### src/sv/rctb_pkg.sv
// Shared types and constants for the repeat count timer bank.
package rctb_pkg;

  // Field widths
  localparam int OP_W      = 2;
  localparam int ID_W      = 8;
  localparam int MS_W      = 32;
  localparam int RATE_W    = 14;
  localparam int TICK_W    = 32;
  localparam int RUNS_W    = 16;
  localparam int TIMER_O_W = 3;

  // Run counter codes
  localparam logic [RUNS_W-1:0] RUNS_FOREVER = 16'hFFFF;
  localparam logic [RUNS_W-1:0] RUNS_STOPPED = 16'h0000;

  // Tick rate after reset
  localparam logic [RATE_W-1:0] TICK_RATE_RST = 14'd1000;

  // Millisecond conversion: divide by 1000 as a shift by 3 and a division by 125
  localparam int               PROD_W      = MS_W + RATE_W;
  localparam int               MS_SHIFT    = 3;
  localparam int               DIV_W       = 44;
  localparam int               DIV_BITS    = 4;
  localparam int               DIV_STEPS   = DIV_W / DIV_BITS;
  localparam int               REM_W       = 7;
  localparam int               DIV_CNT_W   = 4;
  localparam logic [REM_W-1:0] DIVISOR     = 7'd125;

  // Opcodes
  typedef enum logic [OP_W-1:0] {
    OP_START = 2'd0,
    OP_STOP  = 2'd1,
    OP_TICK  = 2'd2,
    OP_SCAN  = 2'd3
  } rctb_op_t;

  // Sequencer states
  typedef enum logic [1:0] {
    ST_IDLE,
    ST_CONV,
    ST_SCAN,
    ST_FLUSH
  } rctb_state_t;

  // Command broadcast to every cell
  typedef struct packed {
    logic              tick;
    logic              stop;
    logic              load;
    logic              shift;
    logic              adv;
    logic [TICK_W-1:0] ticks;
    logic [RUNS_W-1:0] runs;
  } rctb_cmd_t;

  // Status returned by each cell
  typedef struct packed {
    logic tok;
    logic hit;
  } rctb_cell_st_t;

endpackage

### src/sv/rctb_ms2tick.sv
// Millisecond to tick converter: one multiply, then a radix-16 long division by 125.
module rctb_ms2tick (
  input  logic                                clk,
  input  logic                                rst_n,
  input  logic                                start,
  input  logic [rctb_pkg::MS_W-1:0]           ms,
  input  logic [rctb_pkg::RATE_W-1:0]         rate,
  output logic                                done,
  output logic [rctb_pkg::TICK_W-1:0]         ticks
);

  logic [rctb_pkg::PROD_W-1:0]    prod;
  logic [rctb_pkg::DIV_W-1:0]     dq_r, dq_nxt;
  logic [rctb_pkg::REM_W-1:0]     rem_r, rem_nxt;
  logic [rctb_pkg::DIV_CNT_W-1:0] cnt_r;
  logic                           busy_r;
  logic                           done_r;

  // Scale milliseconds by the tick rate
  assign prod = ms * rate;

  // Retire four quotient bits per cycle
  always_comb begin
    logic [rctb_pkg::DIV_W-1:0] dq;
    logic [rctb_pkg::REM_W-1:0] rem;
    logic [rctb_pkg::REM_W:0]   t;
    dq  = dq_r;
    rem = rem_r;
    for (int k = 0; k < rctb_pkg::DIV_BITS; k++) begin
      t = {rem, dq[rctb_pkg::DIV_W-1]};
      if (t >= {1'b0, rctb_pkg::DIVISOR}) begin
        rem = rctb_pkg::REM_W'(t - {1'b0, rctb_pkg::DIVISOR});
        dq  = {dq[rctb_pkg::DIV_W-2:0], 1'b1};
      end else begin
        rem = t[rctb_pkg::REM_W-1:0];
        dq  = {dq[rctb_pkg::DIV_W-2:0], 1'b0};
      end
    end
    dq_nxt  = dq;
    rem_nxt = rem;
  end

  // Step counter and completion pulse
  always_ff @(posedge clk) begin
    if (!rst_n) begin
      busy_r <= 1'b0;
      done_r <= 1'b0;
      cnt_r  <= '0;
    end else begin
      done_r <= 1'b0;
      if (start) begin
        busy_r <= 1'b1;
        cnt_r  <= '0;
      end else if (busy_r) begin
        cnt_r <= cnt_r + 1'b1;
        if (cnt_r == rctb_pkg::DIV_CNT_W'(rctb_pkg::DIV_STEPS - 1)) begin
          busy_r <= 1'b0;
          done_r <= 1'b1;
        end
      end
    end
  end

  // Dividend in, quotient out through the same shift register
  always_ff @(posedge clk) begin
    if (start) begin
      dq_r  <= rctb_pkg::DIV_W'(prod >> rctb_pkg::MS_SHIFT);
      rem_r <= '0;
    end else if (busy_r) begin
      dq_r  <= dq_nxt;
      rem_r <= rem_nxt;
    end
  end

  // Saturate a quotient wider than 32 bits
  assign ticks = (|dq_r[rctb_pkg::DIV_W-1:rctb_pkg::TICK_W]) ? '1 : dq_r[rctb_pkg::TICK_W-1:0];
  assign done  = done_r;

endmodule

### src/sv/rctb_cell.sv
// One timer slot: counts, run counter, pending flag and the scan token stage.
module rctb_cell (
  input  logic                    clk,
  input  logic                    rst_n,
  input  rctb_pkg::rctb_cmd_t     cmd,
  input  logic                    sel,
  input  logic                    tok_in,
  output rctb_pkg::rctb_cell_st_t st
);

  logic [rctb_pkg::TICK_W-1:0] rem_r, rem_nxt;
  logic [rctb_pkg::TICK_W-1:0] reload_r, reload_nxt;
  logic [rctb_pkg::RUNS_W-1:0] runs_r, runs_nxt;
  logic                        pend_r, pend_nxt;
  logic                        tok_r, tok_nxt;

  // Apply the broadcast command to this slot
  always_comb begin
    rem_nxt    = rem_r;
    reload_nxt = reload_r;
    runs_nxt   = runs_r;
    pend_nxt   = pend_r;

    // Count down to one, then mark pending
    if (cmd.tick && (runs_r != rctb_pkg::RUNS_STOPPED)) begin
      if (rem_r > rctb_pkg::TICK_W'(1)) begin
        rem_nxt = rem_r - 1'b1;
      end else begin
        rem_nxt  = rctb_pkg::TICK_W'(1);
        pend_nxt = 1'b1;
      end
    end

    if (cmd.stop && sel) begin
      pend_nxt = 1'b0;
      runs_nxt = rctb_pkg::RUNS_STOPPED;
    end

    if (cmd.load && sel) begin
      rem_nxt    = cmd.ticks;
      reload_nxt = cmd.ticks;
      runs_nxt   = cmd.runs;
    end

    // Service this slot while it holds the scan token
    if (cmd.adv && tok_r && pend_r) begin
      pend_nxt = 1'b0;
      if (runs_r == rctb_pkg::RUNS_STOPPED) begin
        rem_nxt = '0;
      end else begin
        if (runs_r != rctb_pkg::RUNS_FOREVER) begin
          runs_nxt = runs_r - 1'b1;
        end
        rem_nxt = reload_r;
      end
    end

    // Pass the token along the row
    tok_nxt = cmd.shift ? tok_in : tok_r;
  end

  always_ff @(posedge clk) begin
    if (!rst_n) begin
      rem_r    <= '0;
      reload_r <= '0;
      runs_r   <= rctb_pkg::RUNS_STOPPED;
      pend_r   <= 1'b0;
      tok_r    <= 1'b0;
    end else begin
      rem_r    <= rem_nxt;
      reload_r <= reload_nxt;
      runs_r   <= runs_nxt;
      pend_r   <= pend_nxt;
      tok_r    <= tok_nxt;
    end
  end

  assign st.tok = tok_r;
  assign st.hit = tok_r && pend_r && (runs_r != rctb_pkg::RUNS_STOPPED);

endmodule

### src/sv/repeat_count_timer_bank_core.sv
// Timer bank top level: sequencer, row of slot cells, converter and result register.
//
// A bank of NUM_TIMERS timer slots held in a row of cells. A stop or tick beat
// acts on the cells straight from idle. A start beat multiplies milliseconds by
// the tick rate, then runs eleven steps of the shared divider (four quotient bits
// per step), then loads the slot. A service scan passes a token down the row one
// slot per cycle, but holds it at a firing slot while an earlier fire cannot leave
// the full result register. Results leave through a single output register, so
// the bank takes the next beat while the last result of a scan still waits
// downstream. The tick rate must only be written while idle.
module repeat_count_timer_bank_core #(
  parameter int NUM_TIMERS = 8
) (
  input  logic                               clk,
  input  logic                               rst_n,
  // Configuration
  input  logic                               cfg_we,
  input  logic [rctb_pkg::RATE_W-1:0]        cfg_wdata,
  // Command channel
  input  logic                               in_valid,
  output logic                               in_stall,
  input  logic [rctb_pkg::OP_W-1:0]          in_opcode,
  input  logic [rctb_pkg::ID_W-1:0]          in_target_timer,
  input  logic [rctb_pkg::MS_W-1:0]          in_duration_ms,
  input  logic [rctb_pkg::RUNS_W-1:0]        in_repeat_count,
  // Result channel
  output logic                               out_valid,
  input  logic                               out_stall,
  output logic                               out_fired,
  output logic [rctb_pkg::TIMER_O_W-1:0]     out_fired_timer,
  output logic                               out_last
);

  localparam int IDX_W = (NUM_TIMERS > 1) ? $clog2(NUM_TIMERS) : 1;

  rctb_pkg::rctb_state_t             state_r, state_nxt;
  rctb_pkg::rctb_op_t                op;
  rctb_pkg::rctb_cmd_t               cmd;
  rctb_pkg::rctb_cell_st_t           cell_st [NUM_TIMERS];

  logic [rctb_pkg::RATE_W-1:0]       tick_rate_r;
  logic [rctb_pkg::ID_W-1:0]         id_r, id_nxt, sel_id;
  logic [rctb_pkg::RUNS_W-1:0]       runs_r, runs_nxt;
  logic [IDX_W-1:0]                  scan_idx_r, scan_idx_nxt;
  logic                              held_v_r, held_v_nxt;
  logic [rctb_pkg::TIMER_O_W-1:0]    held_idx_r, held_idx_nxt;

  logic                              out_valid_r;
  logic                              out_fired_r;
  logic [rctb_pkg::TIMER_O_W-1:0]    out_timer_r;
  logic                              out_last_r;

  logic                              in_acc;
  logic                              out_free;
  logic                              cvt_start;
  logic                              cvt_done;
  logic [rctb_pkg::TICK_W-1:0]       cvt_ticks;
  logic                              scan_go;
  logic                              adv;
  logic                              hit_any;
  logic [NUM_TIMERS-1:0]             hit_vec;
  logic [NUM_TIMERS-1:0]             tok_vec;
  logic [NUM_TIMERS-1:0]             sel_vec;
  logic                              push_v;
  logic                              push_fired;
  logic [rctb_pkg::TIMER_O_W-1:0]    push_idx;
  logic                              push_last;

  // Hold the tick rate register
  always_ff @(posedge clk) begin
    if (!rst_n) begin
      tick_rate_r <= rctb_pkg::TICK_RATE_RST;
    end else if (cfg_we) begin
      tick_rate_r <= cfg_wdata;
    end
  end

  assign in_stall = (state_r != rctb_pkg::ST_IDLE);
  assign in_acc   = in_valid && !in_stall;
  assign op       = rctb_pkg::rctb_op_t'(in_opcode);
  assign out_free = !out_valid_r || !out_stall;
  assign hit_any  = |hit_vec;

  // Shared converter for start beats
  rctb_ms2tick u_ms2tick (
    .clk   (clk),
    .rst_n (rst_n),
    .start (cvt_start),
    .ms    (in_duration_ms),
    .rate  (tick_rate_r),
    .done  (cvt_done),
    .ticks (cvt_ticks)
  );

  // Slot select: stop acts on the incoming id, load on the latched one
  assign sel_id = (state_r == rctb_pkg::ST_CONV) ? id_r : in_target_timer;

  // Row of slot cells, token enters at slot 0
  for (genvar i = 0; i < NUM_TIMERS; i++) begin : g_cell
    logic tok_in;
    if (i == 0) begin : g_head
      assign tok_in = scan_go;
    end else begin : g_link
      assign tok_in = tok_vec[i-1];
    end

    assign sel_vec[i] = (sel_id == rctb_pkg::ID_W'(i));

    rctb_cell u_cell (
      .clk    (clk),
      .rst_n  (rst_n),
      .cmd    (cmd),
      .sel    (sel_vec[i]),
      .tok_in (tok_in),
      .st     (cell_st[i])
    );

    assign tok_vec[i] = cell_st[i].tok;
    assign hit_vec[i] = cell_st[i].hit;
  end

  // Next state, cell commands and result pushes
  always_comb begin
    state_nxt    = state_r;
    id_nxt       = id_r;
    runs_nxt     = runs_r;
    scan_idx_nxt = scan_idx_r;
    held_v_nxt   = held_v_r;
    held_idx_nxt = held_idx_r;
    cmd          = '0;
    cmd.ticks    = cvt_ticks;
    cmd.runs     = runs_r;
    cvt_start    = 1'b0;
    scan_go      = 1'b0;
    adv          = 1'b0;
    push_v       = 1'b0;
    push_fired   = 1'b0;
    push_idx     = '0;
    push_last    = 1'b0;

    case (state_r)
      rctb_pkg::ST_IDLE: begin
        if (in_acc) begin
          case (op)
            rctb_pkg::OP_START: begin
              // Drop starts aimed past the last slot
              if ({1'b0, in_target_timer} < (rctb_pkg::ID_W + 1)'(NUM_TIMERS)) begin
                cvt_start = 1'b1;
                id_nxt    = in_target_timer;
                runs_nxt  = in_repeat_count;
                state_nxt = rctb_pkg::ST_CONV;
              end
            end
            rctb_pkg::OP_STOP: begin
              cmd.stop = 1'b1;
            end
            rctb_pkg::OP_TICK: begin
              cmd.tick = 1'b1;
            end
            rctb_pkg::OP_SCAN: begin
              scan_go      = 1'b1;
              cmd.shift    = 1'b1;
              scan_idx_nxt = '0;
              held_v_nxt   = 1'b0;
              state_nxt    = rctb_pkg::ST_SCAN;
            end
            default: ;
          endcase
        end
      end

      rctb_pkg::ST_CONV: begin
        if (cvt_done) begin
          cmd.load  = 1'b1;
          state_nxt = rctb_pkg::ST_IDLE;
        end
      end

      rctb_pkg::ST_SCAN: begin
        // Hold the token while an earlier fire cannot leave
        adv = !(hit_any && held_v_r && !out_free);
        cmd.adv   = adv;
        cmd.shift = adv;
        if (adv) begin
          scan_idx_nxt = IDX_W'(scan_idx_r + 1'b1);
          if (hit_any) begin
            push_v       = held_v_r;
            push_fired   = 1'b1;
            push_idx     = held_idx_r;
            held_v_nxt   = 1'b1;
            held_idx_nxt = rctb_pkg::TIMER_O_W'(scan_idx_r);
          end
          if (tok_vec[NUM_TIMERS-1]) begin
            state_nxt = rctb_pkg::ST_FLUSH;
          end
        end
      end

      rctb_pkg::ST_FLUSH: begin
        // Close the scan with the held fire or an empty beat
        if (out_free) begin
          push_v     = 1'b1;
          push_fired = held_v_r;
          push_idx   = held_v_r ? held_idx_r : '0;
          push_last  = 1'b1;
          held_v_nxt = 1'b0;
          state_nxt  = rctb_pkg::ST_IDLE;
        end
      end

      default: begin
        state_nxt = rctb_pkg::ST_IDLE;
      end
    endcase
  end

  // Sequencer and scan bookkeeping
  always_ff @(posedge clk) begin
    if (!rst_n) begin
      state_r    <= rctb_pkg::ST_IDLE;
      held_v_r   <= 1'b0;
      scan_idx_r <= '0;
    end else begin
      state_r    <= state_nxt;
      held_v_r   <= held_v_nxt;
      scan_idx_r <= scan_idx_nxt;
    end
  end

  always_ff @(posedge clk) begin
    id_r       <= id_nxt;
    runs_r     <= runs_nxt;
    held_idx_r <= held_idx_nxt;
  end

  // Result register: load a beat or drop it once taken
  always_ff @(posedge clk) begin
    if (!rst_n) begin
      out_valid_r <= 1'b0;
    end else if (push_v) begin
      out_valid_r <= 1'b1;
    end else if (!out_stall) begin
      out_valid_r <= 1'b0;
    end
  end

  always_ff @(posedge clk) begin
    if (push_v) begin
      out_fired_r <= push_fired;
      out_timer_r <= push_idx;
      out_last_r  <= push_last;
    end
  end

  assign out_valid       = out_valid_r;
  assign out_fired       = out_fired_r;
  assign out_fired_timer = out_timer_r;
  assign out_last        = out_last_r;

  // A beat is only loaded into a free result register
  a_push_free: assert property (@(posedge clk) disable iff (!rst_n)
    push_v |-> out_free)
    else $error("result beat overwrote an untaken beat");

  // Exactly one slot holds the token during a scan
  a_tok_scan: assert property (@(posedge clk) disable iff (!rst_n)
    (state_r == rctb_pkg::ST_SCAN) |-> $onehot(tok_vec))
    else $error("scan token lost or duplicated");

  // No token outside a scan
  a_tok_idle: assert property (@(posedge clk) disable iff (!rst_n)
    (state_r != rctb_pkg::ST_SCAN) |-> (tok_vec == '0))
    else $error("stray scan token");

  // Converter completes only while a start waits on it
  a_cvt_done: assert property (@(posedge clk) disable iff (!rst_n)
    cvt_done |-> (state_r == rctb_pkg::ST_CONV))
    else $error("converter finished outside a start");

  // Every scan closes with a last beat
  a_flush_last: assert property (@(posedge clk) disable iff (!rst_n)
    (state_r == rctb_pkg::ST_FLUSH && out_free) |=> (out_valid_r && out_last_r))
    else $error("scan ended without a last beat");

endmodule
### config.mk
export PLATFORM = sky130hd
export DESIGN_NAME = repeat_count_timer_bank_core
export DESIGN_NICKNAME = d
export VERILOG_FILES = /design/src/sv/rctb_pkg.sv /design/src/sv/rctb_ms2tick.sv /design/src/sv/rctb_cell.sv /design/src/sv/repeat_count_timer_bank_core.sv
export SDC_FILE = /design/constraint.sdc
export NUM_CORES = 2
export LEC_CHECK = 0
export ABC_AREA = 1
export BUFFER_PORTS_ARGS = -buffer_cell sky130_fd_sc_hd__buf_2
export CORE_MARGIN = 4
export CORE_UTILIZATION = 45
export DETAILED_ROUTE_END_ITERATION = 6
export PLACE_DENSITY_LB_ADDON = 0.05
export SYNTH_ARGS = -nofsm -noshare
export SYNTH_HDL_FRONTEND = slang
export SYNTH_SLANG_ARGS = --single-unit
export TNS_END_PERCENT = 10
### constraint.sdc
create_clock -name clk -period 7.8 [get_ports clk]
set_clock_uncertainty 0.1 [all_clocks]
set_input_delay 1.17 -clock clk [delete_from_list [all_inputs] [get_ports clk]]
set_output_delay 1.17 -clock clk [all_outputs]
set_load 0.005 [all_outputs]
Yosys cells after proc, flatten, opt, wreduce, memory -nomap -nowiden
Cells that the tools add are included.
- $add $sub $neg: 22
- $mul: 1
- order comparisons: 13
- equal/unequal tests: 32
- mux-type cells: 144
- bitwise logic cells: 11
- reductions and logical operators: 121
- operators by type and width (operator ; count):
    $mux 32 ; 41
    $mux 16 ; 40
    $gt 32x1->1 const B ; 8
    $sub 32x1->32 const B ; 8
    $logic_not 16->1 ; 8
    $ne 16x16->1 const B ; 8
    $reduce_bool 16->1 ; 8
    $sub 16x1->16 const B ; 8
    $mux 43 ; 2
    $logic_and 1x1->1 ; 59
    $mul 32x14->46 ; 1
    $mux 1 ; 33
    $eq 8x3->1 const B ; 4
    $ge 8x7->1 const B ; 4
    $mux 7 ; 4
    $sub 7x7->7 const B ; 4
    $reduce_bool 3->1 ; 9
    $reduce_or 3->1 ; 9
    $mux 3 ; 7
    $eq 8x2->1 const B ; 2
    $mux 2 ; 8
    $reduce_and 2->1 ; 8
    $pmux 3 s2 ; 2
    $reduce_or 12->1 ; 1
    other kinds (28) ; 58
- register bits after elaboration: 766
- bits of input ports: 77
- output and inout bits: 7

Logic depth before layout (Yosys ltp)
- depth after elaboration: 11
- gate-level depth with buffers: 37

Hierarchy
Synthesis repeated with hierarchy kept, for this count alone.
- cell total of the unflattened synthesis: 9118
- area total of the unflattened synthesis: 61126.1 µm²
- by module, submodules not included (module ; instances ; cells each ; area an instance (µm²)):
    rctb_cell (g_cell[1].u_cell ...) ; 5 ; 800 ; 5054.8
    rctb_ms2tick ; 1 ; 2412 ; 18082.3
    rctb_cell (g_cell[6].u_cell ...) ; 2 ; 826 ; 5197.5
    rctb_cell (g_cell[0].u_cell) ; 1 ; 808 ; 5077.4
    repeat_count_timer_bank_core ; 1 ; 246 ; 2297.2

Least setup slack after synthesis
OpenSTA, ideal clock, no wires.
- kind: input -> register
- start: input in_duration_ms[7] (netlist bit)
- end: register u_ms2tick.dq_r[34] (netlist bit) (data pin)
- library setup time: 259 ps
- data arrival time: 6723 ps
- required time: 7441 ps
- slack: 718 ps
- stages on the path: 24
- path buffers: 1
- path through: clkbuf_1 > nand2_1 > fa_1 > fa_1 > fa_1 > inv_1 > fa_1 > fa_1 > inv_1 > fa_1 > inv_1 > ha_1 > a21oi_1 > inv_1 > a31oi_1 > a21boi_1 > o21ai_0 > a21boi_0 > o21ai_1 > a21boi_0 > o21ai_1 > or2_2 > nand3_1 > nand2_1
- longest elaborated chain between the ends: 2
- ends and longest elaborated chain (element ; line ; RTL):
    start: declaration ; repeat_count_timer_bank_core.sv:24 ; input logic [rctb_pkg::MS_W-1:0] in_duration_ms,
    $mul 32x14->46 ; rctb_ms2tick.sv:20 ; assign prod = ms * rate;
    $mux 43 ; rctb_ms2tick.sv:66 ; if (start) begin
    end signal: assignment ; rctb_ms2tick.sv:67 ; dq_r <= rctb_pkg::DIV_W'(prod >> rctb_pkg::MS_SHIFT);
    end signal: assignment ; rctb_ms2tick.sv:70 ; dq_r <= dq_nxt;
    end: declaration ; rctb_ms2tick.sv:13 ; logic [rctb_pkg::DIV_W-1:0] dq_r, dq_nxt;
Every way passes these cells.
A chain may end at the register's enable or synchronous reset.

Final worst setup path
- start: register tick_rate_r[2] (netlist bit)
- end: register u_ms2tick.dq_r[41] (netlist bit) (data pin)
- longest elaborated chain between the ends: 2
- ends and longest elaborated chain (element ; line ; RTL):
    start: declaration ; repeat_count_timer_bank_core.sv:41 ; logic [rctb_pkg::RATE_W-1:0] tick_rate_r;
    start signal: assignment ; repeat_count_timer_bank_core.sv:72 ; tick_rate_r <= rctb_pkg::TICK_RATE_RST;
    start signal: assignment ; repeat_count_timer_bank_core.sv:74 ; tick_rate_r <= cfg_wdata;
    $mul 32x14->46 ; rctb_ms2tick.sv:20 ;
    $mux 43 ; rctb_ms2tick.sv:66 ;
Every way passes these cells.

==> run metrics <==
IO Pins 84; number of max-cap violations 0; worst reg2reg endpoint u_ms2tick.dq_r[41]$_DFFE_PP_; cts repair resizes 0; initial antenna violation count 11; HP Class flip-flop to flip-flop; GRT Overall Usage 26.7%; Initial Util between 40% and 50%; Non-Filler Instances approximately 9,400; layout cells sized above 1 under 10%; Post-synth top cells nand2_1 (1,977), inv_1 (1,030), o21ai_0 (925); PD cells 324 nW/um2; Synth Cell Area around 56,000 um2; Synth top area share around a quarter; mean post-synth cell area 7.08 um2; Worst R2R Start tick_rate_r[2]$_SDFFE_PN0P_; fin. max-slew vios 0; first-pass GRT wire length 279,000 um; DR pass1 iterations 6; cell taking the most area after synthesis dfxtp_1; drt via density 5.42; Buf/Inv on CP 7; fin crit period 7.09 ns; asr flop ratio synth 0%; Die X approximately 360 um; die area 129,000 um2; Net count, final 8,289; Remaining DRCs 0; RSZ-0062 raised after global routing no; CP max FO 18; hold depth 2; largest cells by area after synthesis dfxtp_1 (25%), nand2_1 (13%), fa_1 (13%); via count 51,000; setup TNS 0 ns; dpl cell area ~57,000 um2; fill count between 10,000 and 15,000; setup ws final ~0.7 ns; Worst Hold End g_cell[4].u_cell.rem_r[18]$_SDFFE_PN0P_; CTS tree yes; GPL Wtd Cong 0.874; Final Cycle Share 91.0%; r2r setup slk between 0.7 and 0.8 ns; worst min-delay path startpoint g_cell[4].u_cell.reload_r[18]$_SDFFE_PN0P_; Net Count, Synth 8,442; CP max stage cell dfxtp_1; Pwr Total ~19,000 uW; post-synthesis sequential area ratio 28.9%; setup repair bufs after CTS 0; Die H 360 um; maximum vdd ir drop 0.309 mV; Required @ worst endpoint 8.15 ns; core area 122,000 um2; CP delay by family, top adder cells; CTS buffer count 92; largest net degree at the start of global routing 106; Slew Limit Headroom 19.6%; fmax approximately 140 MHz; Post-Synthesis Cells slightly below 8,000; measured slew at the worst slew-check pin 1.21 ns; Leak about 0.028 uW; final setup vio count 0; Synth Warn # 0; final wirelength 178,000 um; gr ovfl total 0; WS Path Type flip-flop to flip-flop; initial drt markers 3,931; hpwl dp approximately 120,000 um; synth unique cells 58; Max clock buf depth 3; clk sink count 766; Port Buffers 83; hold buffer count at cts 0; placed cells 9,230; number of flops mapped to enable cells by yosys 75; Max H-tree Level 3; most frequent cell after synthesis nand2_1; CTS clk-pin slew, worst paths 0.08 ns; Cell Rows 128; clk root buf clkbuf_16; Worst Setup End Kind flip-flop; status complete, no violations; worst path arrival time 7.45 ns; CP peak stage delay 0.73 ns; Primary FF master, synth dfxtp_1; DP Worst Slack ~0.22 ns; clk_lat worst skew ~0.70 ns; FF-to-FF path depth 25; DR WL/cell around 19 um; vias in the first global route about 50,000; Synth Register Bits 766; CP startpoint kind flip-flop; Detail Route Antenna Nets 0; final hold viol count 0; Design Area, Final 60,200 um2; Syn-to-layout area delta 8.23%
## area by class of cell
cell class                      instances  area (um2)  area share (%)
Timing Repair Buffer                  166        1050            1.74
Inverter                             1039        3910            6.49
Clock inverter                         30         312           0.517
Antenna cell                            4        10.0          0.0166
Multi-Input combinational cell       5635       34200            56.8
Sequential cell                       766       16100            26.7
Clock buffer                          134        2630            4.37
Tap cell                             1625        2030            3.38
## sequential cells by signal (all words and copies together) (netlist names), 7 cells and up
name                    flops
g_cell.u_cell.runs_r      128
g_cell.u_cell.rem_r       256
runs_r                     16
g_cell.u_cell.reload_r    256
u_ms2tick.rem_r             7
id_r                        8
g_cell.u_cell.tok_r         8
tick_rate_r                14
g_cell.u_cell.pend_r        8
u_ms2tick.dq_r             44
## worst max-delay path by stage
stage / cells after the start / startpoint / slack [ns] / to
detailed placement: 27 / in_duration_ms[6] / 0.22 / u_ms2tick.dq_r[32]$_DFFE_PP_
global route: 25 / tick_rate_r[2]$_SDFFE_PN0P_ / 0.40 / u_ms2tick.dq_r[41]$_DFFE_PP_
global placement: 27 / in_duration_ms[6] / 0.20 / u_ms2tick.dq_r[32]$_DFFE_PP_
floorplan: 24 / in_duration_ms[7] / 0.72 / u_ms2tick.dq_r[34]$_DFFE_PP_
CTS: 25 / tick_rate_r[2]$_SDFFE_PN0P_ / 0.79 / u_ms2tick.dq_r[41]$_DFFE_PP_
finish: 25 / tick_rate_r[2]$_SDFFE_PN0P_ / 0.71 / u_ms2tick.dq_r[41]$_DFFE_PP_
## logic make-up (layout without fill, tap and decap cells)
logic type      count (synthesis)  in the layout  synth area share, %
simple gates                 3015           3015                 22.4
buf+inv                      1452           1369                 9.86
mux                             2              2               0.0585
xor+xnor                      355            355                 5.64
fa+ha+maj                     512            512                 16.3
other cells                     0              4                    0
flops                         766            766                 28.9
compound gates               1751           1751                 16.8
## worst min-delay path, delay by kind of cell, from the launching register on
family | cells | cell delay [ns]
DFF | 1 | 0.31
AOI/OAI and AO/OA | 1 | 0.07
and+or+nand+nor | 1 | 0.06
## cells in the final DEF (no fill, tap or decap), types with 9 or more instances in the layout
master / count
nor3_1: 104
nor2_4: 12
ha_1: 155
clkbuf_8: 13
dfxtp_1: 691
nand2_1: 1975
edfxtp_1: 75
or2_2: 20
a21oi_1: 451
o2111ai_1: 14
nand3_1: 175
xnor2_1: 120
o31ai_1: 9
clkinv_1: 9
clkbuf_16: 94
nand3_2: 12
buf_2: 82
clkinv_2: 14
o21ai_1: 19
xor2_1: 233
clkbuf_1: 27
nor2_1: 538
nand2_2: 11
nand4_1: 77
nor4_1: 41
buf_4: 83
inv_1: 1027
a211oi_1: 14
a31oi_1: 275
fa_1: 357
o21ai_0: 925
## report_power, final
part,leakage (uW),switching (uW),internal (uW)
Sequential,0.00625,74.9,4030
Clock,0.00143,1860,2390
Combinational,0.0202,6960,4170
## routing by layer
layer / global-route usage (%) / share of wire [%]
met1: 35.8 / 45
met3: 3.06 / 5.3
met5: 0 / 0
met4: 7.14 / 2.7
met2: 45.8 / 47
## stage by stage
step | hold WS, ns | util, %
after floorplan | 0.324 | -
after global placement | 0.342 | 46.8
after detailed placement | 0.341 | 46.8
after CTS | 0.340 | 49.2
after global routing | 0.360 | 49.2
final | 0.346 | 49.2
Note: power is estimated with default switching activity, not from simulation.
